===== config.mk =====
export PLATFORM = sky130hd
export DESIGN_NAME = tcf_mul
export DESIGN_NICKNAME = d
export VERILOG_FILES = /design/src/sv/tcf_pkg.sv /design/src/sv/tcf_mul.sv
export SDC_FILE = /design/constraint.sdc
export NUM_CORES = 2
export LEC_CHECK = 0
export ABC_CLOCK_PERIOD_IN_PS = 9700
export BUFFER_PORTS_ARGS = -buffer_cell sky130_fd_sc_hd__buf_2
export CAP_MARGIN = 20
export CORE_ASPECT_RATIO = 1.5
export CORE_MARGIN = 5
export CORE_UTILIZATION = 45
export CTS_CLUSTER_SIZE = 30
export DETAILED_ROUTE_END_ITERATION = 7
export GPL_ROUTABILITY_DRIVEN = 0
export SYNTH_ARGS = -nofsm -noshare
export SYNTH_HDL_FRONTEND = slang
export SYNTH_SLANG_ARGS = --single-unit

===== constraint.sdc =====
create_clock -name clk -period 9.7 [get_ports clk]
set_input_delay 1.94 -clock clk [delete_from_list [all_inputs] [get_ports clk]]
set_output_delay 1.94 -clock clk [all_outputs]
set_load 0.02 [all_outputs]

===== src/sv/tcf_pkg.sv =====
// Shared constants, types and the CORDIC angle table of the tilt filter.
// No dependencies; every file but the defines header imports it.
`default_nettype none
package tcf_pkg;

	// boxcar window, a power of two
	localparam int AVG_DEPTH = 8;
	localparam int AVG_SHIFT = $clog2(AVG_DEPTH);
	localparam int SLOT_W = (AVG_SHIFT > 0) ? AVG_SHIFT : 1;
	localparam int SUM_W = 16 + AVG_SHIFT;

	localparam int CORDIC_STEPS = 16;
	localparam int TAB_LEN = 24;
	localparam int IDX_W = 5;
	localparam int XY_W = 36;
	localparam int ANG_W = 20;
	localparam int RAD_W = 20;

	localparam int ROOT_W = 32;
	localparam int RADIC_W = 64;
	localparam int SQRT_STEPS = 32;
	localparam int CNT_W = 6;

	localparam int MUL_W = 33;
	localparam int ACC_W = 66;

	localparam int DEG_LIM = 23040;
	localparam int DEG_MUL = 3754936;

	// configuration register indexes
	localparam logic [2:0] REG_PITCH_BLEND = 3'd0;
	localparam logic [2:0] REG_ROLL_BLEND = 3'd1;
	localparam logic [2:0] REG_GYRO_STEP_X = 3'd2;
	localparam logic [2:0] REG_GYRO_STEP_Y = 3'd3;
	localparam logic [2:0] REG_ACCEL_SCALE_X = 3'd4;
	localparam logic [2:0] REG_ACCEL_SCALE_Y = 3'd5;
	localparam logic [2:0] REG_ACCEL_SCALE_Z = 3'd6;

	typedef enum logic [3:0] {
		ST_IDLE,
		ST_MUL_A,
		ST_ROOT_P,
		ST_ROOT_P_W,
		ST_CORD_P,
		ST_CORD_P_W,
		ST_ROOT_R,
		ST_ROOT_R_W,
		ST_CORD_R,
		ST_CORD_R_W,
		ST_MUL_B,
		ST_FUSE,
		ST_MUL_C,
		ST_DONE
	} state_t;

	typedef struct packed {
		logic start;
	} unit_ctl_t;

	typedef struct packed {
		logic busy;
		logic done;
	} unit_sts_t;

	// atan(2^-i) in Q16, rounded to nearest
	function automatic logic [ANG_W-1:0] atan_q16(input logic [IDX_W-1:0] idx);
		logic [ANG_W-1:0] v;
		case (idx)
			5'd0: v = 20'd51472;
			5'd1: v = 20'd30386;
			5'd2: v = 20'd16055;
			5'd3: v = 20'd8150;
			5'd4: v = 20'd4091;
			5'd5: v = 20'd2047;
			5'd6: v = 20'd1024;
			5'd7: v = 20'd512;
			5'd8: v = 20'd256;
			5'd9: v = 20'd128;
			5'd10: v = 20'd64;
			5'd11: v = 20'd32;
			5'd12: v = 20'd16;
			5'd13: v = 20'd8;
			5'd14: v = 20'd4;
			5'd15: v = 20'd2;
			5'd16: v = 20'd1;
			default: v = 20'd0;
		endcase
		return v;
	endfunction

endpackage
`default_nettype wire


===== src/sv/tcf_mul.sv =====
// Shared signed multiplier of the tilt filter with a registered product.
// Depends on tcf_pkg for the operand width.
`default_nettype none
module tcf_mul import tcf_pkg::*; (
	input  wire logic                         clk,
	input  wire logic signed [MUL_W-1:0]      a,
	input  wire logic signed [MUL_W-1:0]      b,
	output logic signed [2*MUL_W-1:0]         p_s1
);

	// multiply and register
	always_ff @(posedge clk) begin
		p_s1 <= a * b;
	end

endmodule
`default_nettype wire


==> impl_metrics.env <==
export IMPL_drtAntennaViolNets=0
export IMPL_yosys_top_cells_area="fa_1 (56%), inv_1 (10%), and2_1 (8.6%)"
export IMPL_cap_viol_max_count=0
export IMPL_vias=29400
export IMPL_reg_top3="p_s1: 66 flops"
export IMPL_coreArea_um2=90000
export IMPL_drc_errors=0
export IMPL_grt_total_usage_pct=26.3
export IMPL_worst_pin_slew_ns=0.866
export IMPL_cp_start_kind="input port"
export IMPL_root_buffer="clkbuf_16"
export IMPL_worstSetupStartpoint="a[16]"
export IMPL_wl_um=123000
export IMPL_ys_seq_area_share_pct=3.24
export IMPL_postCtsSetupRepairBufs=0
export IMPL_initial_utilization_pct=45.2
export IMPL_status="completed"
export IMPL_grt_max_degree=34
export IMPL_cp_endpoint="p_s1[56]"
export IMPL_fmax_ghz=0.107
export IMPL_clockBufferDepth=2
export IMPL_postSynthCellCount=4338
export IMPL_cts_htree_levels=3
export IMPL_path_clk_slew_ns=0.07
export IMPL_cp_arrival_ns=9.59
export IMPL_cp_required_ns=9.96
export IMPL_antenna_found_initial=15
export IMPL_nets=5840
export IMPL_layout_min_cycle_time_ns=9.33
export IMPL_drt_iter0_markers=1455
export IMPL_dp_hpwl_um=107000
export IMPL_largest_register_ffs=66
export IMPL_synth_top_area_share_pct=56.3
export IMPL_setup_viol_count_final=0
export IMPL_routedWlPerCell_um=22.0
export IMPL_crit_path_end_kind="flop"
export IMPL_cts_tree="yes"
export IMPL_die_y_um=378
export IMPL_maxSlewViolCount=0
export IMPL_rows=135
export IMPL_first_pass_iters=5
export IMPL_syn_nets=5767
export IMPL_async_flop_share_pct=0
export IMPL_syn_cell_area_um2=40700
export IMPL_cts_hold_fix_buffers=0
export IMPL_ys_types=80
export IMPL_grt_pass1_wl_um=192000
export IMPL_grt_pass1_vias=33600
export IMPL_avgSynthCellArea_um2=9.39
export IMPL_die_area_um2=96800
export IMPL_yosysWarnings=0
export IMPL_ios=133
export IMPL_routed_via_density=5.26
export IMPL_slew_headroom_pct=42.2
export IMPL_yosysTopAreaCell="fa_1"
export IMPL_holdPathStages=2
export IMPL_largest_register="p_s1"
export IMPL_syn_to_final_growth_pct=7.21
export IMPL_grt_ovfl_total=0
export IMPL_dieWidth_um=256
export IMPL_rsz0062_at_grt="no"
export IMPL_synth_flop_cell="dfxtp_1"
export IMPL_crit_type="input port to flop"
export IMPL_hold_class="input port to flop"
export IMPL_final_period_utilization_pct=96.2
export IMPL_io_buffers=132
export IMPL_numCtsBuffers=9
export IMPL_critPathMaxFanout=27
export IMPL_min_from="b[0]"
export IMPL_cts_sinks=66
export IMPL_ys_ff_latch=66
export IMPL_synth_edff_count=0
export IMPL_drive_gt1_share_pct=7.61
export IMPL_post_cts_resized=0
export IMPL_hold_viol=0
export IMPL_fin_setup_tns_ns=0
## per-stage QoR
| stage | hold WS, ns | setup WS [ns] | instance area, um^2 | std cells | utilization (%) |
|---|---|---|---|---|---|
| global route | 2.03 | 0.137 | 43700 | 5586 | 48.5 |
| floorplan | 2.07 | 0.524 | 40700 | 4338 | - |
| detailed placement | 2.36 | 0.0879 | 43300 | 5564 | 48.1 |
| global placement | 2.36 | 0.128 | 43300 | 5564 | 48.1 |
| finish | 2.04 | 0.373 | 43700 | 5588 | 48.5 |
| CTS | 2.00 | 0.489 | 43600 | 5580 | 48.5 |
## final cells by class
cell class              instances  area, um^2
fillers                      8595       46400
multi-input cells            2920       34300
inverters                    1131        4250
repair buffers                283        2010
well taps                    1164        1460
flip-flops and latches         66        1320
clock buffers                   9         225
clock inverters                 7        77.6
diodes                          8        20.0
## synth_stat cells, types with 4 or more instances
cell type and instances:
a211o_1 6, a211oi_1 7, a21o_1 36, a21oi_1 57
a31oi_1 8, and2_1 562, and3_1 5, and4_1 5
buf_2 11, clkbuf_1 208, dfxtp_1 66, fa_1 1145
ha_1 217, inv_1 1131, nand2_1 551, nand2b_1 12
nand3_1 25, nand4_1 11, nor2_1 68, nor2b_1 5
nor3_1 7, o211ai_1 4, o21a_1 6, o21ai_0 25
o21ai_1 6, o21bai_1 11, xnor2_1 43, xor2_1 25
## per-layer routing
layer / part of all wire, % / wire length (um) / track usage [%] / up-vias
li1: - / - / - / 12500
met1: 30 / 36700 / 25.0 / 15600
met2: 57 / 70200 / 51.4 / 895
met3: 3.4 / 4140 / 2.50 / 426
met4: 9.7 / 12000 / 20.2 / 4
met5: 0.024 / 30 / 0 / -
## worst min path at each step
stage | to | slack [ns]
finish | p_s1[0] | 2.04
global route | p_s1[0] | 2.03
CTS | p_s1[0] | 2.00
detailed placement | p_s1[15] | 2.36
global placement | p_s1[0] | 2.36
floorplan | p_s1[0] | 2.07
## cells in the final DEF, fill, tap and decap left out, types with 7 or more instances in the layout
cell type,count
nand3_1,25
clkbuf_16,9
nand4_1,11
inv_1,1131
ha_1,217
dfxtp_1,66
diode_2,8
buf_2,132
a21o_1,36
a21oi_1,57
o21bai_1,11
buf_4,134
a211oi_1,7
xnor2_1,43
and2_1,562
nand2_1,551
buf_12,17
nand2b_1,12
o21ai_0,25
nor3_1,7
nor2_1,68
fa_1,1145
a31oi_1,8
xor2_1,25
## worst max-delay path, stage by stage
cell and delay (ns):
buf_2 0.63, buf_4 0.25, and2_1 0.14, fa_1 0.43, fa_1 0.51, inv_1 0.05
fa_1 0.47, inv_1 0.05, fa_1 0.48, fa_1 0.74, fa_1 0.49, fa_1 0.49
inv_1 0.05, fa_1 0.50, inv_1 0.05, ha_1 0.29, buf_4 0.13, nand2_1 0.15
buf_4 0.21, nor2_1 0.12, nand2_1 0.11, nor3_1 0.43, buf_4 0.21, o311ai_4 0.15
nand3_2 0.18, nand2_1 0.08, xnor2_1 0.12, buf_4 0.13
## logic make-up (layout without fill, tap and decap cells)
logic type | count (synthesis) | count (layout) | share of synthesized area [%]
AO/OA/AOI/OAI | 219 | 219 | 4.07
flip-flops | 66 | 66 | 3.24
AND/OR/NAND/NOR | 1271 | 1271 | 15.8
XOR/XNOR | 68 | 68 | 1.46
adder cells (fa/ha/maj) | 1362 | 1362 | 62.9
buffers and inverters | 1352 | 1430 | 12.5
other | 0 | 8 | 0
Power is left out: the tool's default activity adds up to more than one toggle a clock period on the data nets, which glitch-free logic cannot reach.
