**src/sv/tcf_pkg.sv**
```systemverilog
// Shared constants, types and the CORDIC angle table of the tilt filter.
// No dependencies; every file but the defines header imports it.
`default_nettype none
package tcf_pkg;

	// boxcar window, a power of two
	localparam int AVG_DEPTH = 8;
	localparam int AVG_SHIFT = $clog2(AVG_DEPTH);
	localparam int SLOT_W = (AVG_SHIFT > 0) ? AVG_SHIFT : 1;
	localparam int SUM_W = 16 + AVG_SHIFT;

	localparam int CORDIC_STEPS = 16;
	localparam int TAB_LEN = 24;
	localparam int IDX_W = 5;
	localparam int XY_W = 36;
	localparam int ANG_W = 20;
	localparam int RAD_W = 20;

	localparam int ROOT_W = 32;
	localparam int RADIC_W = 64;
	localparam int SQRT_STEPS = 32;
	localparam int CNT_W = 6;

	localparam int MUL_W = 33;
	localparam int ACC_W = 66;

	localparam int DEG_LIM = 23040;
	localparam int DEG_MUL = 3754936;

	// configuration register indexes
	localparam logic [2:0] REG_PITCH_BLEND = 3'd0;
	localparam logic [2:0] REG_ROLL_BLEND = 3'd1;
	localparam logic [2:0] REG_GYRO_STEP_X = 3'd2;
	localparam logic [2:0] REG_GYRO_STEP_Y = 3'd3;
	localparam logic [2:0] REG_ACCEL_SCALE_X = 3'd4;
	localparam logic [2:0] REG_ACCEL_SCALE_Y = 3'd5;
	localparam logic [2:0] REG_ACCEL_SCALE_Z = 3'd6;

	typedef enum logic [3:0] {
		ST_IDLE,
		ST_MUL_A,
		ST_ROOT_P,
		ST_ROOT_P_W,
		ST_CORD_P,
		ST_CORD_P_W,
		ST_ROOT_R,
		ST_ROOT_R_W,
		ST_CORD_R,
		ST_CORD_R_W,
		ST_MUL_B,
		ST_FUSE,
		ST_MUL_C,
		ST_DONE
	} state_t;

	typedef struct packed {
		logic start;
	} unit_ctl_t;

	typedef struct packed {
		logic busy;
		logic done;
	} unit_sts_t;

	// atan(2^-i) in Q16, rounded to nearest
	function automatic logic [ANG_W-1:0] atan_q16(input logic [IDX_W-1:0] idx);
		logic [ANG_W-1:0] v;
		case (idx)
			5'd0: v = 20'd51472;
			5'd1: v = 20'd30386;
			5'd2: v = 20'd16055;
			5'd3: v = 20'd8150;
			5'd4: v = 20'd4091;
			5'd5: v = 20'd2047;
			5'd6: v = 20'd1024;
			5'd7: v = 20'd512;
			5'd8: v = 20'd256;
			5'd9: v = 20'd128;
			5'd10: v = 20'd64;
			5'd11: v = 20'd32;
			5'd12: v = 20'd16;
			5'd13: v = 20'd8;
			5'd14: v = 20'd4;
			5'd15: v = 20'd2;
			5'd16: v = 20'd1;
			default: v = 20'd0;
		endcase
		return v;
	endfunction

endpackage
`default_nettype wire

```
**src/sv/tcf_isqrt.sv**
```systemverilog
// Digit-by-digit integer square root, two radicand bits per cycle.
// Depends on tcf_pkg for widths and the start/status structs.
`default_nettype none
module tcf_isqrt import tcf_pkg::*; (
	input  wire logic                  clk,
	input  wire logic                  arst_n,
	input  wire unit_ctl_t             ctl,
	input  wire logic [RADIC_W-1:0]    radicand,
	output unit_sts_t                  sts,
	output logic [ROOT_W-1:0]          root
);

	logic [RADIC_W-1:0] val_q;
	logic [ROOT_W+3:0]  rem_q;
	logic [ROOT_W-1:0]  root_q;
	logic [CNT_W-1:0]   cnt_q;
	logic               busy_q;
	logic               done_q;

	logic [ROOT_W+3:0]  rem_sh;
	logic [ROOT_W+3:0]  trial;
	logic               fits;

	// bring down the next bit pair and try the next root bit
	always_comb begin
		rem_sh = {rem_q[ROOT_W+1:0], val_q[RADIC_W-1:RADIC_W-2]};
		trial = {2'b00, root_q, 2'b01};
		fits = (rem_sh >= trial);
	end

	// sequence the steps
	always_ff @(posedge clk or negedge arst_n) begin
		if (!arst_n) begin
			cnt_q <= '0;
			busy_q <= 1'b0;
			done_q <= 1'b0;
		end else if (ctl.start) begin
			cnt_q <= CNT_W'(SQRT_STEPS);
			busy_q <= 1'b1;
			done_q <= 1'b0;
		end else if (busy_q) begin
			cnt_q <= cnt_q - 1'b1;
			if (cnt_q == CNT_W'(1)) begin
				busy_q <= 1'b0;
				done_q <= 1'b1;
			end
		end
	end

	// advance remainder and root
	always_ff @(posedge clk) begin
		if (ctl.start) begin
			val_q <= radicand;
			rem_q <= '0;
			root_q <= '0;
		end else if (busy_q) begin
			val_q <= {val_q[RADIC_W-3:0], 2'b00};
			if (fits) begin
				rem_q <= rem_sh - trial;
				root_q <= {root_q[ROOT_W-2:0], 1'b1};
			end else begin
				rem_q <= rem_sh;
				root_q <= {root_q[ROOT_W-2:0], 1'b0};
			end
		end
	end

	assign sts.busy = busy_q;
	assign sts.done = done_q;
	assign root = root_q;

endmodule
`default_nettype wire

```
**config.mk**
```make
export PLATFORM = sky130hd
export DESIGN_NAME = tcf_isqrt
export DESIGN_NICKNAME = d
export VERILOG_FILES = /design/src/sv/tcf_pkg.sv /design/src/sv/tcf_isqrt.sv
export SDC_FILE = /design/constraint.sdc
export NUM_CORES = 1
export LEC_CHECK = 0
export BUFFER_PORTS_ARGS = -buffer_cell sky130_fd_sc_hd__buf_2
export CAP_MARGIN = 25
export CORE_AREA = 2 2 121 123
export DETAILED_ROUTE_END_ITERATION = 10
export DIE_AREA = 0 0 123 125
export HOLD_SLACK_MARGIN = 0.15
export PLACE_DENSITY_LB_ADDON = 0.25
export SYNTH_ARGS = -nofsm -noshare
export SYNTH_HDL_FRONTEND = slang
export SYNTH_SLANG_ARGS = --single-unit
```
**constraint.sdc**
```tcl
create_clock -name clk -period 3.1 [get_ports clk]
set_input_delay 0.31 -clock clk [delete_from_list [all_inputs] [get_ports clk]]
set_output_delay 0.31 -clock clk [all_outputs]
set_load 0.03 [all_outputs]
```
==> results of run 1 <==
-- kinds of logic after synthesis --
| family | Yosys count |
|---|---|
| flip-flops | 138 |
| XOR/XNOR | 30 |
| AO/OA/AOI/OAI | 153 |
| multiplexers | 117 |
| adder cells (fa/ha/maj) | 36 |
| AND/OR/NAND/NOR | 169 |
| buffers and inverters | 90 |
-- layer usage --
metal / vias up / routed length, um / GRT usage
met5: - / 0 / 0
met4: 0 / 275 / 0.0762
met3: 26 / 1040 / 0.0680
met2: 143 / 7550 / 0.338
met1: 2675 / 7110 / 0.280
li1: 2842 / - / -
-- critical path, stage by stage, from the launching register on --
cell and delay (ns):
dfxtp_1 0.37, inv_1 0.06, ha_1 0.41, and4_1 0.36, nand4_2 0.13, nor2_2 0.15, and3_1 0.19, a221oi_2 0.07
a21oi_4 0.32, buf_4 0.26, mux2i_1 0.25, a211oi_1 0.11
-- how the worst min path moves through the flow --
stage	from	endpoint	slack, ns	cells past startpoint
4_1_cts	radicand[0]	val_q[0]	0.16	2
3_3_place_gp	arst_n	cnt_q[5]	0.16	1
6_report	radicand[0]	val_q[0]	0.17	2
3_5_place_dp	arst_n	done_q	0.17	1
5_1_grt	radicand[0]	val_q[0]	0.17	2
2_1_floorplan	arst_n	busy_q	0.01	0
-- power groups by stage --
stage	clock (mW)	sequential [mW]	combinational, mW
finish	2.08	2.51	4.06
global route	2.20	2.55	4.49
CTS	2.12	2.51	4.03
detailed placement	0	2.54	3.98
global placement	0	2.53	3.91
floorplan	0	2.48	3.32
-- flip-flops by register name, summed over array words and instances (netlist names) --
signal / cells
val_q: 64
rem_q: 34
root: 32
cnt_q: 6
busy_q: 1
done_q: 1
-- metrics by stage --
step,setup slack [ns],utilization,hold WS (ns),instances,total power [mW]
after floorplan,0.444,-,0.0144,733,5.80
after global placement,0.355,0.581,0.155,990,6.44
after detailed placement,0.227,0.581,0.166,990,6.52
after CTS,0.217,0.624,0.156,1023,8.65
after global routing,0.0685,0.624,0.168,1023,9.24
final,0.253,0.624,0.172,1023,8.65
-- area by class of cell --
class / count / area, um2 / area share
Tap cell: 184 / 230 / 0.0260
Sequential cell: 138 / 3450 / 0.389
Multi-Input combinational cell: 505 / 3790 / 0.427
Inverter: 52 / 195 / 0.0220
Clock buffer: 19 / 433 / 0.0488
Clock inverter: 13 / 165 / 0.0186
Timing Repair Buffer: 112 / 612 / 0.0690
-- layout by cell type, fill, tap and decap left out, drive strengths merged, types with 8 or more instances in the layout --
master  instances
a211oi         19
inv            56
mux2           63
mux2i          54
buf           111
nand2          37
a21oi          40
nand3          14
a21o            8
xnor2          23
ha             36
clkbuf         19
nor3            9
dfxtp          66
nor2           71
o21ai          31
dfrtp           8
edfxtp         64
-- repair_timing --
item | in CTS | in global routing
setup endpoints to repair | 0 | 1
hold buffers | 1 | 0
hold endpoints to repair | 8 | 0
gates resized for setup | 0 | 1
==> impl_metrics.yaml, run 1 <==
sta:
  setup_viol: 0
  finClkSkew_ns: 0.00714
  finalMaxSlewViolations: 0
  hold_viol_final: 0
  fin_crit_sh: 0.918
  fmax_ghz: 0.351
  relSlewSlack: 0.574
  tns_ns: 0
  worst_pin_slew_ns: 0.639
  period_needed_ns: 2.85
  rsz0062_at_grt: "false"
yosys:
  netlist_instances: 733
  synthTopCellsByCount: "nor2_1 (70), dfxtp_1 (66), edfxtp_1 (64), mux2_2 (62), mux2i_1 (54)"
  syn_area_um2: 7620
  synth-xor-area-share: 0.0345
  synth_top_family_by_area: "multiplexers"
  synthSimpleGateAreaFrac: 0.101
  yosysTopAreaCell: "edfxtp_1"
  synth_adder_area_share: 0.0591
  ys_seq_area_frac: 0.452
  synth_compound_area_frac: 0.138
  synth_area_leaders: "edfxtp_1 (25%), dfxtp_1 (17%), mux2_2 (9.2%), mux2i_1 (7.1%), ha_1 (5.9%)"
  synth_async_sr_flop_share: 0.0580
  synth_edf_count: 64
  synth_seq_cells: 138
  synthDistinctLibCells: 64
  yosysMostFrequentCell: "nor2_1"
  synth_mux_area_frac: 0.164
  syn_avg_cell_area_um2: 10.4
  ys.warnings.count: 0
  synth_top_area_share: 0.252
  syn_nets: 836
  synth_ff_type: "dfxtp_1"
floorplan:
  die_h_um: 125
  fp.dieW_um: 123
  initial_core_util: 0.537
  dieArea_um2: 15400
  coreArea_um2: 14200
  fp-row-count: 44
  pin_count: 101
clocking:
  cts.reportedPaths.clkPinSlew_ns: 0.06
  cts_tree: "yes"
  cts.sinks: 138
  cts_root_buf: "clkbuf_16"
  post-cts-setup-buffers: 0
  h-tree-depth: 4
  clk_latency_ns: 0.42
  cts_buffers: 17
  cts_max_path_buffers: 2
detailed_routing:
  dr.pass1.iters: 5
  drt_wl_total_um: 16000
  viasPerCell: 5.56
  drt-wirelength-per-cell_um: 15.6
  vias: 5686
  initialDrtViolationCount: 322
  ant_nets: 0
  drcViolationCount: 0
critical_path:
  r2r_end: "rem_q[23]"
  cp_data_required_time_ns: 3.37
  cp-start-kind: "flop"
  r2r-start: "root[24]"
  r2r_cells: 11
  setup.worst_path.end: "rem_q[23]"
  crit_type: "flop to flop"
  crit_fanout: 10
  critical_path.startpoint: "root[24]"
  crit_path_end_kind: "flop"
  r2r_slack_ns: 0.25
  crit_arrival_ns: 3.12
run_status:
  status: "finished clean"
power:
  p_sw_frac: 0.373
  irDropWorstVdd_uv: 501
  power.density_nw_per_um2: 975
  seqPwrFrac: 0.290
  power.internal_mw: 5.42
  p_clk_frac: 0.241
  power_frac_comb: 0.469
  leakagePower_nw: 3.97
  switchingPower_mw: 3.23
layout:
  antenna_cells: 0
  drive_gt1_frac: 0.257
  final_area_um2: 8870
  nets: 929
  area_growth_pct: 16.3
  fillers: 1184
job:
  max-cap-violations: 0
placed_design:
  port_buffers: 100
  post_dp_cell_area_um2: 8260
  gp_congestion: 0.931
  hpwl_um: 11300
global_route:
  grt_pass1_vias: 5607
  antenna_found_initial: 0
  grt_pass1_wl_um: 26600
  grt_max_degree: 65
  grt_use_total: 0.215
  gr-total-overflow: 0
worst_hold_path:
  hp-class: "primary input to flop"
Note: power is estimated with default switching activity, not from simulation.
==> run 2: changes to the inputs <==
--- a/constraint.sdc
+++ b/constraint.sdc
@@ -3,2 +3,2 @@
 set_output_delay 0.31 -clock clk [all_outputs]
-set_load 0.03 [all_outputs]
+set_load 0.1 [all_outputs]
==> run 2 against run 1 <==
Utilization up 0.48 points. Critical path depth down 1. First-iteration DRC count up 1.9%. Non-clock buffer count up 2.
==> impl_metrics.yaml, run 2 (same netlist as run 1, synthesis figures left out) <==
power:
  leakagePower_nw: 3.99
  p_clk_frac: 0.247
  irDropWorstVdd_uv: 570
  power_frac_comb: 0.473
  power.internal_mw: 5.53
  power.density_nw_per_um2: 995
  p_sw_frac: 0.379
  seqPwrFrac: 0.281
  switchingPower_mw: 3.37
sta:
  period_needed_ns: 2.77
  tns_ns: 0
  worst_pin_slew_ns: 0.510
  relSlewSlack: 0.657
  finClkSkew_ns: 0.00667
  hold_viol_final: 0
  setup_viol: 0
  fmax_ghz: 0.361
  rsz0062_at_grt: "false"
  finalMaxSlewViolations: 0
  fin_crit_sh: 0.893
detailed_routing:
  top_layer: "met5"
  ant_nets: 0
  met3WireLength_um: 1100
  initialDrtViolationCount: 328
  drt-wirelength-per-cell_um: 15.7
  dr.pass1.iters: 5
  wl_met1_um: 6840
  drt_wl_total_um: 16100
  drcViolationCount: 0
  vias: 5790
  viasPerCell: 5.65
  routed-wl-met2_um: 7900
critical_path:
  crit_arrival_ns: 3.11
  crit_path_max_incr_delay_ns: 0.46
  crit_path_end_kind: "flop"
  crit_fanout: 6
  crit_family: "compound AO/OA/AOI/OAI gates"
  cp_data_required_time_ns: 3.44
  critPathBufInv: 1
  crit_type: "flop to flop"
  cp-start-kind: "flop"
  slowest_stage: "a31oi_1"
  path_cells: "inv_1 > ha_1 > a21oi_1 > o21ai_0 > o211ai_1 > a41oi_2 > a31oi_1 > xnor2_1 > mux2i_1 > a211oi_1"
worst_hold_path:
  hp-class: "primary input to flop"
layout:
  nets: 931
  antenna_cells: 0
  area_growth_pct: 17.2
  fillers: 1160
  largest_reg_flops: 64
  final_cell_mix: "buf_2 (99), nor2_1 (70), edfxtp_1 (64)"
  regMostFlops: "val_q"
  drive_gt1_frac: 0.268
  layout.cells.non_filler: 1025
  layout_commonest_cell: "buf_2"
floorplan:
  dieArea_um2: 15400
  coreArea_um2: 14200
  fp-row-count: 44
  initial_core_util: 0.537
  pin_count: 101
  die_h_um: 125
  fp.dieW_um: 123
global_route:
  grt_use_total: 0.223
  gr-total-overflow: 0
  grt_max_degree: 57
  grt_pass1_wl_um: 27600
  antenna_found_initial: 1
  grt_pass1_vias: 5950
clocking:
  cts.reportedPaths.clkPinSlew_ns: 0.06
  cts_buffers: 17
  cts_repair_resize_count: 0
  cts.sinks: 138
  cts_hold_buf: 1
  cts_max_path_buffers: 2
  cts_tree: "yes"
  h-tree-depth: 4
  post-cts-setup-buffers: 0
  cts_root_buf: "clkbuf_16"
  clk_latency_ns: 0.42
placed_design:
  dp_cells: 992
  gp_congestion: 0.889
  hpwl_um: 11500
  port_buffers: 100
job:
  max-cap-violations: 0
run_status:
  status: "finished clean"
==> run 2: per-stage QoR <==
step	hold slack, ns	utilization	worst slack (ns)	power, mW	cell area [um2]
3_3_place_gp	0.157	0.584	0.407	6.58	8290
3_5_place_dp	0.161	0.584	0.361	6.67	8290
4_1_cts	0.158	0.629	0.342	8.91	8940
2_1_floorplan	0.0144	-	0.00217	5.89	7630
5_1_grt	0.180	0.629	0.0776	9.48	8940
6_report	0.168	0.629	0.332	8.90	8940
==> run 2: layer usage <==
layer	GRT usage	vias up
li1	-	2846
met1	0.272	2741
met2	0.370	177
met3	0.0703	24
met4	0.0795	2
met5	0	-
==> run 2: cell type report <==
type                            instances  area [um2]  area share
Clock buffer                           17         425      0.0476
Multi-Input combinational cell        505        3790       0.424
Timing Repair Buffer                  114         636      0.0711
Tap cell                              184         230      0.0258
Sequential cell                       138        3450       0.386
Clock inverter                         15         210      0.0235
Inverter                               52         195      0.0218
==> run 2: worst paths after layout <==
kind / to / cells after the start / slack, ns / from
worst max-delay path: rem_q[28] / 10 / 0.33 / root[3]
worst min-delay path: val_q[1] / 2 / 0.17 / radicand[1]
worst max register to register: rem_q[28] / 10 / 0.33 / root[3]
worst min register to register: rem_q[5] / 2 / 0.48 / rem_q[5]
max in group asynchronous: busy_q / 2 / 2.63 / arst_n
min in group asynchronous: cnt_q[4] / 2 / 0.28 / arst_n
==> run 2: power by group through the flow <==
stage               clock network, mW  logic, mW  registers, mW
finish                           2.19       4.21           2.50
global placement                    0       4.06           2.52
CTS                              2.23       4.18           2.50
global route                     2.30       4.64           2.54
floorplan                           0       3.34           2.55
detailed placement                  0       4.14           2.53
