### config.mk
export PLATFORM = sky130hd
export DESIGN_NAME = tcf_cordic
export DESIGN_NICKNAME = d
export VERILOG_FILES = /design/src/sv/tcf_pkg.sv /design/src/sv/tcf_cordic.sv
export SDC_FILE = /design/constraint.sdc
export NUM_CORES = 1
export LEC_CHECK = 0
export ABC_AREA = 0
export BUFFER_PORTS_ARGS = -buffer_cell sky130_fd_sc_hd__buf_2
export CORE_MARGIN = 5
export CORE_UTILIZATION = 55
export CTS_BUF_LIST = sky130_fd_sc_hd__clkbuf_4
export CTS_CLUSTER_DIAMETER = 100
export DETAILED_ROUTE_END_ITERATION = 8
export HOLD_SLACK_MARGIN = 0.05
export MAX_ROUTING_LAYER = met4
export PLACE_DENSITY_LB_ADDON = 0.1
export SLEW_MARGIN = 20
export SYNTH_ARGS = -nofsm -noshare
export SYNTH_HDL_FRONTEND = slang
export SYNTH_SLANG_ARGS = --single-unit
### constraint.sdc
create_clock -name clk -period 7.6 [get_ports clk]
set_input_delay 0.76 -clock clk [delete_from_list [all_inputs] [get_ports clk]]
set_output_delay 0.76 -clock clk [all_outputs]
set_load 0.05 [all_outputs]
### src/sv/tcf_pkg.sv
// Shared constants, types and the CORDIC angle table of the tilt filter.
// No dependencies; every file but the defines header imports it.
`default_nettype none
package tcf_pkg;

	// boxcar window, a power of two
	localparam int AVG_DEPTH = 8;
	localparam int AVG_SHIFT = $clog2(AVG_DEPTH);
	localparam int SLOT_W = (AVG_SHIFT > 0) ? AVG_SHIFT : 1;
	localparam int SUM_W = 16 + AVG_SHIFT;

	localparam int CORDIC_STEPS = 16;
	localparam int TAB_LEN = 24;
	localparam int IDX_W = 5;
	localparam int XY_W = 36;
	localparam int ANG_W = 20;
	localparam int RAD_W = 20;

	localparam int ROOT_W = 32;
	localparam int RADIC_W = 64;
	localparam int SQRT_STEPS = 32;
	localparam int CNT_W = 6;

	localparam int MUL_W = 33;
	localparam int ACC_W = 66;

	localparam int DEG_LIM = 23040;
	localparam int DEG_MUL = 3754936;

	// configuration register indexes
	localparam logic [2:0] REG_PITCH_BLEND = 3'd0;
	localparam logic [2:0] REG_ROLL_BLEND = 3'd1;
	localparam logic [2:0] REG_GYRO_STEP_X = 3'd2;
	localparam logic [2:0] REG_GYRO_STEP_Y = 3'd3;
	localparam logic [2:0] REG_ACCEL_SCALE_X = 3'd4;
	localparam logic [2:0] REG_ACCEL_SCALE_Y = 3'd5;
	localparam logic [2:0] REG_ACCEL_SCALE_Z = 3'd6;

	typedef enum logic [3:0] {
		ST_IDLE,
		ST_MUL_A,
		ST_ROOT_P,
		ST_ROOT_P_W,
		ST_CORD_P,
		ST_CORD_P_W,
		ST_ROOT_R,
		ST_ROOT_R_W,
		ST_CORD_R,
		ST_CORD_R_W,
		ST_MUL_B,
		ST_FUSE,
		ST_MUL_C,
		ST_DONE
	} state_t;

	typedef struct packed {
		logic start;
	} unit_ctl_t;

	typedef struct packed {
		logic busy;
		logic done;
	} unit_sts_t;

	// atan(2^-i) in Q16, rounded to nearest
	function automatic logic [ANG_W-1:0] atan_q16(input logic [IDX_W-1:0] idx);
		logic [ANG_W-1:0] v;
		case (idx)
			5'd0: v = 20'd51472;
			5'd1: v = 20'd30386;
			5'd2: v = 20'd16055;
			5'd3: v = 20'd8150;
			5'd4: v = 20'd4091;
			5'd5: v = 20'd2047;
			5'd6: v = 20'd1024;
			5'd7: v = 20'd512;
			5'd8: v = 20'd256;
			5'd9: v = 20'd128;
			5'd10: v = 20'd64;
			5'd11: v = 20'd32;
			5'd12: v = 20'd16;
			5'd13: v = 20'd8;
			5'd14: v = 20'd4;
			5'd15: v = 20'd2;
			5'd16: v = 20'd1;
			default: v = 20'd0;
		endcase
		return v;
	endfunction

endpackage
`default_nettype wire

### src/sv/tcf_cordic.sv
// CORDIC vectoring unit: angle of (den, num) in Q16 radians, one step per cycle.
// Depends on tcf_pkg for widths, the angle table and the start/status structs.
`default_nettype none
module tcf_cordic import tcf_pkg::*; (
	input  wire logic                    clk,
	input  wire logic                    arst_n,
	input  wire unit_ctl_t               ctl,
	input  wire logic signed [31:0]      num,
	input  wire logic [ROOT_W-1:0]       den,
	output unit_sts_t                    sts,
	output logic signed [ANG_W-1:0]      angle
);

	logic signed [XY_W-1:0]  x_q;
	logic signed [XY_W-1:0]  y_q;
	logic signed [ANG_W-1:0] z_q;
	logic [IDX_W-1:0]        i_q;
	logic                    zero_q;
	logic                    busy_q;
	logic                    done_q;

	logic signed [XY_W-1:0]  tx;
	logic signed [XY_W-1:0]  ty;
	logic signed [ANG_W-1:0] step;

	// shifted terms of this step
	always_comb begin
		tx = x_q >>> i_q;
		ty = y_q >>> i_q;
		step = $signed(atan_q16(i_q));
	end

	// sequence the steps
	always_ff @(posedge clk or negedge arst_n) begin
		if (!arst_n) begin
			i_q <= '0;
			busy_q <= 1'b0;
			done_q <= 1'b0;
		end else if (ctl.start) begin
			i_q <= '0;
			busy_q <= 1'b1;
			done_q <= 1'b0;
		end else if (busy_q) begin
			i_q <= i_q + 1'b1;
			if (i_q == IDX_W'(CORDIC_STEPS - 1)) begin
				busy_q <= 1'b0;
				done_q <= 1'b1;
			end
		end
	end

	// rotate toward the x axis
	always_ff @(posedge clk) begin
		if (ctl.start) begin
			x_q <= $signed({{(XY_W-ROOT_W){1'b0}}, den});
			y_q <= XY_W'(num);
			z_q <= '0;
			zero_q <= (num == 32'sd0) && (den == '0);
		end else if (busy_q) begin
			if (!y_q[XY_W-1]) begin
				x_q <= x_q + ty;
				y_q <= y_q - tx;
				z_q <= z_q + step;
			end else begin
				x_q <= x_q - ty;
				y_q <= y_q + tx;
				z_q <= z_q - step;
			end
		end
	end

	// a zero vector has angle zero
	assign angle = zero_q ? '0 : z_q;
	assign sts.busy = busy_q;
	assign sts.done = done_q;

endmodule
`default_nettype wire

==> results.sh, run 1 <==
export IMPL_synth_area_leader_cell="edfxtp_1"
export IMPL_synth_async_sr_flop_share_pct=7.00
export IMPL_dpl_cell_area_um2=16800
export IMPL_dr_pass1_iters=8
export IMPL_drtIter0Drc=1923
export IMPL_regArea_um2=2740
export IMPL_layout_commonest_cell="nand2_1"
export IMPL_die_area_um2=32800
export IMPL_final_period_utilization_pct=93.0
export IMPL_final_setup_viol_count=0
export IMPL_synth_enable_flop_cells=69
export IMPL_syn2layout_area_growth_pct=5.87
export IMPL_synth_seq_area_share_pct=17.0
export IMPL_hold_viol=0
export IMPL_synth_warnings=0
export IMPL_final_cell_mix="nand2_1, nor2_1, o21ai_0"
export IMPL_grt_pass1_vias=15060
export IMPL_synth_seq_cells=100
export IMPL_clock_path_buffers=2
export IMPL_hpwl_um=46800
export IMPL_htreeDepth=3
export IMPL_slew_viol_final=0
export IMPL_clock_latency_ns=0.62
export IMPL_end_kind="flop"
export IMPL_wl_um=60800
export IMPL_path_clk_slew_ns=0.20
export IMPL_final_area_um2=17000
export IMPL_fmax_mhz=141
export IMPL_wl_per_cell_um=26.3
export IMPL_grt_max_degree=92
export IMPL_start_util_pct=55.9
export IMPL_tritoncts="yes"
export IMPL_worst_path_max_fanout=52
export IMPL_multi_input_area_um2=12600
export IMPL_rsz0062_at_grt="no"
export IMPL_syn_inst=1895
export IMPL_status="completed"
export IMPL_via_per_inst=7.02
export IMPL_synth_top_cell_area_share_pct=12.9
export IMPL_die_w_um=181
export IMPL_port_buffers=88
export IMPL_syn_num_nets=2066
export IMPL_cts_num_sinks=100
export IMPL_antenna_left=0
export IMPL_finClkSkew_ns=0.0405
export IMPL_cts_root_buf="clkbuf_4"
export IMPL_drv_cap=0
export IMPL_fin_crit_ns=7.07
export IMPL_synth_avg_cell_area_um2=8.48
export IMPL_path_class="flop to flop"
export IMPL_ys_top_cells_by_area="edfxtp_1, mux4_2, ha_1, o21ai_0, mux2i_1"
export IMPL_hp_class="input pin to flop"
export IMPL_nets=2095
export IMPL_ys_types=92
export IMPL_grt_pass1_wl_um=91500
export IMPL_grt_ovfl_total=0
export IMPL_std_cell_rows=62
export IMPL_vias=16248
export IMPL_relSlewSlack_pct=21.6
export IMPL_track_usage_pct=36.8
export IMPL_coreArea_um2=28800
export IMPL_syn_area_um2=16100
export IMPL_cts_made_buffers=9
export IMPL_antenna_found_initial=2
export IMPL_die_height_um=181
export IMPL_fillCellCount=2652
export IMPL_required_ns=8.07
export IMPL_tightest_slew_ns=1.17
export IMPL_start_kind="flop"
export IMPL_place_gp_congestion=1.02
export IMPL_tns_ns=0
export IMPL_cp_arrival_ns=7.53
export IMPL_drive_gt1_share_pct=17.2
export IMPL_synthFlopType="edfxtp_1"
export IMPL_pin_count=89
export IMPL_drc=0
-- Yosys cell counts, types with 22 or more instances --
cell      count
a211oi_1     30
edfxtp_1     69
nand3_1      23
clkbuf_1     65
dfxtp_1      24
inv_1        43
nor2b_1      36
a21oi_1     130
ha_1        101
mux2_2       40
nand2b_1     22
xor2_1       66
o22ai_1      23
mux2i_1      69
nor3_1       42
nor2_1      165
nand2_1     182
buf_2        26
o21ai_0     145
xnor2_1      77
a31oi_1      27
mux4_2       88
a21o_1       34
-- worst max-delay path, cell delays in order, from the launching register on --
cell and delay (ns):
dfrtp_4 0.90, mux4_2 0.60, mux2i_1 0.15, o211ai_1 0.29, a211oi_1 0.49, nand4_1 0.22
nor3b_2 0.33, nand2_1 0.23, nor3_1 0.45, a21oi_1 0.15, xor2_1 0.16, ha_1 0.37
nor2b_1 0.17, nor3_1 0.23, or4b_2 0.61, o21ai_0 0.43, o21ai_0 0.23, o41a_1 0.35
a21oi_1 0.18, xnor3_1 0.23, o21ai_1 0.13
-- registers in the layout (all words and copies together) (netlist names) --
register,cells
i_q,5
z_q,20
x_q,36
zero_q,1
busy_q,1
y_q,36
done_q,1
-- kinds of logic (layout without fill, tap and decap cells) --
group,count (synthesis),after routing,synth area share (%)
other,0,3,0
buffers and inverters,171,205,4.83
muxes,205,205,20.6
and+or+nand+nor,602,602,18.4
AOI/OAI and AO/OA,569,569,23.0
DFF,100,100,17.0
adders and majority gates,104,104,8.23
xor gates and xnor gates,144,144,7.93
-- layout make-up --
type / instances / share of cell area (%)
multi-input combinational: 1624 / 74.0
sequential: 100 / 16.1
clock buffer: 10 / 0.441
inverter: 47 / 1.04
clock inverter: 6 / 0.368
timing repair buffer: 142 / 5.22
tap: 384 / 2.82
antenna: 3 / 0.0441
-- path summary, 6_finish.rpt --
kind | from | end | slack [ns] | cells past startpoint
setup / recovery | i_q[2]$_DFFE_PN0P_ | y_q[35]$_DFFE_PP_ | 0.53 | 20
hold / removal | den[21] | x_q[21]$_DFFE_PP_ | 0.42 | 3
setup reg to reg | i_q[2]$_DFFE_PN0P_ | y_q[35]$_DFFE_PP_ | 0.53 | 20
hold reg to reg | z_q[0]$_SDFFE_PP0P_ | z_q[0]$_SDFFE_PP0P_ | 0.49 | 2
max in group asynchronous | arst_n | i_q[4]$_DFFE_PN0P_ | 6.90 | 2
min in group asynchronous | arst_n | busy_q$_DFF_PN0_ | 0.49 | 2
-- timing repair --
item                       in CTS  in global routing
setup buffers                   0                  1
setup endpoints to repair       0                  2
hold buffers                    1                  0
hold endpoints to repair        7                  0
resized for setup               0                  1
-- layer usage --
layer  vias to the layer above  GRT usage (%)  share of wire [%]
met3                       181           8.18                 11
met5                         -              -                  0
met4                         0           17.3                6.2
met1                      7806           48.1                 40
li1                       7294              -                  -
met2                       967           54.7                 43
-- per-stage QoR --
| step | util (%) | cells | setup WS, ns | hold WS (ns) |
|---|---|---|---|---|
| detailed placement | 58.5 | 2295 | 0.375 | 0.472 |
| global placement | 58.5 | 2295 | 0.522 | 0.466 |
| global route | 59.1 | 2316 | 0.100 | 0.402 |
| floorplan | - | 1895 | 1.38 | 0.456 |
| CTS | 59.0 | 2312 | 0.314 | 0.378 |
| finish | 59.1 | 2316 | 0.533 | 0.422 |
Power of run 1 is not shown: default switching activity piles up to over one toggle a cycle in this logic, so the estimate is an artifact.
==> run 2: changes to the inputs <==
- PLACE_DENSITY: not set -> 0.73
- PLACE_DENSITY_LB_ADDON: 0.1 -> not set
==> run 2 against run 1 <==
Net effect:
- clock skew is 0.0088 ns lower
- worst hold slack better by 0.027 ns
- utilization is 0.074 points higher
- via count is 1.4% lower
- global-route usage is 0.24 points higher
- register-to-register slack hardly changed
- die area stayed put
- first-iteration DRC count is 6.9% higher
- wire length is 0.66% lower
- clock-buffer cell count is 1 lower
==> results.sh, run 2 (synthesized netlist as in run 1, its figures left out) <==
export IMPL_status="completed"
export IMPL_drv_cap=0
export IMPL_slew_viol_final=0
export IMPL_grt_max_degree=98
export IMPL_final_setup_viol_count=0
export IMPL_final_util_pct=59.2
export IMPL_antenna_found_initial=1
export IMPL_final_cell_mix="nand2_1, nor2_1, o21ai_0"
export IMPL_std_cell_rows=62
export IMPL_clock_latency_ns=0.60
export IMPL_rsz0062_at_grt="no"
export IMPL_final_period_utilization_pct=93.0
export IMPL_tightest_slew_ns=1.19
export IMPL_nets=2094
export IMPL_cp_buffers_inverters=1
export IMPL_worst_path_max_fanout=32
export IMPL_tritoncts="yes"
export IMPL_grt_ovfl_total=0
export IMPL_path_class="flop to flop"
export IMPL_start_util_pct=55.9
export IMPL_fillCellCount=2678
export IMPL_drtIter0Drc=2055
export IMPL_cts_num_sinks=100
export IMPL_final_area_um2=17000
export IMPL_worstHoldStart="den[27]"
export IMPL_crit_family="simple AND/OR/NAND/NOR gates"
export IMPL_worstReg2RegEnd="x_q[35]$_SDFFE_PP0P_"
export IMPL_hp_class="input pin to flop"
export IMPL_required_ns=8.11
export IMPL_die_area_um2=32800
export IMPL_hold_depth=3
export IMPL_crit_slowest_cell="dfrtp_4"
export IMPL_track_usage_pct=37.1
export IMPL_cp_cell_sequence="buf_4 > mux4_2 > mux2i_1 > a21oi_1 > a22oi_1 > nand4_1 > nor4_4 > nand2_1 > mux2i_1 > o21ai_0 > ha_1 > nand2_1 > nor3_1 > and3_1 > nand4_1 > a31o_2 > a31oi_1 > o221a_2 > nand4_1 > and3_1 > mux2_1"
export IMPL_via_per_inst=6.93
export IMPL_reg2reg_from="i_q[0]$_DFFE_PN0P_"
export IMPL_fmax_mhz=141
export IMPL_reg2reg_depth=21
export IMPL_cp_arrival_ns=7.58
export IMPL_die_height_um=181
export IMPL_grt_pass1_wl_um=92300
export IMPL_drc=0
export IMPL_antenna_left=0
export IMPL_grt_pass1_vias=15139
export IMPL_dpl_cell_area_um2=16900
export IMPL_clock_path_buffers=2
export IMPL_slowest_delay_ns=0.70
export IMPL_wl_per_cell_um=26.1
export IMPL_cp_common_cell="nand4_1"
export IMPL_cts_root_buf="clkbuf_4"
export IMPL_vias=16023
export IMPL_syn2layout_area_growth_pct=6.00
export IMPL_fin_crit_ns=7.07
export IMPL_die_w_um=181
export IMPL_htreeDepth=3
export IMPL_largestRegisters="x_q (36), y_q (36), z_q (20)"
export IMPL_cts_made_buffers=9
export IMPL_drive_gt1_share_pct=17.3
export IMPL_hold_viol=0
export IMPL_cp_startpoint="i_q[0]$_DFFE_PN0P_"
export IMPL_coreArea_um2=28800
export IMPL_hpwl_um=46800
export IMPL_whs_ns=0.450
export IMPL_hold_end="x_q[27]$_DFFE_PP_"
export IMPL_end_kind="flop"
export IMPL_layout_commonest_cell="nand2_1"
export IMPL_tns_ns=0
export IMPL_port_buffers=88
export IMPL_finClkSkew_ns=0.0318
export IMPL_wl_um=60400
export IMPL_pin_count=89
export IMPL_r2r_slack_ns=0.53
export IMPL_start_kind="flop"
export IMPL_path_clk_slew_ns=0.19
export IMPL_relSlewSlack_pct=19.8
export IMPL_place_gp_congestion=1.03
export IMPL_dr_pass1_iters=8
==> run 2: tightest hold or removal path: stages <==
cell and delay, ns:
buf_2 0.09, nand2_1 0.04, o21ai_0 0.06
==> run 2: worst max path at each step <==
stage                                 endpoint  cells after the start
after CTS                    y_q[35]$_DFFE_PP_                     21
final                     x_q[35]$_SDFFE_PP0P_                     21
after global placement       y_q[35]$_DFFE_PP_                     21
after global routing         y_q[35]$_DFFE_PP_                     23
after floorplan              y_q[35]$_DFFE_PP_                     26
after detailed placement     y_q[35]$_DFFE_PP_                     21
==> run 2: timing repair <==
action,4_1_cts,5_1_grt
resized for setup,0,4
hold endpoints to repair,7,0
endpoints found under the setup margin,0,3
setup buffers,0,1
hold buffers,1,0
==> run 2: cell type report <==
type	instances	area (um^2)	area share, %
Clock inverter	7	63.8	0.374
Antenna cell	1	2.50	0.0147
Timing Repair Buffer	141	906	5.32
Tap cell	384	480	2.82
Sequential cell	100	2740	16.1
Clock buffer	9	67.6	0.396
Inverter	47	176	1.04
Multi-Input combinational cell	1624	12600	74.0
==> run 2: metal layers <==
metal  wire length [um]  vias up  GRT usage (%)
met4               3090        0           16.8
li1                   -     7310              -
met2              27100      894           56.1
met1              24500     7670           48.9
met5                  0        -              -
met3               5700      149           6.52
==> run 2: through the flow <==
step	worst slack [ns]	std cells
after CTS	0.344	2311
after global routing	0.0902	2313
after detailed placement	0.431	2294
after floorplan	1.38	1895
final	0.528	2313
after global placement	0.631	2294
Power of run 2 is left out for the same reason.
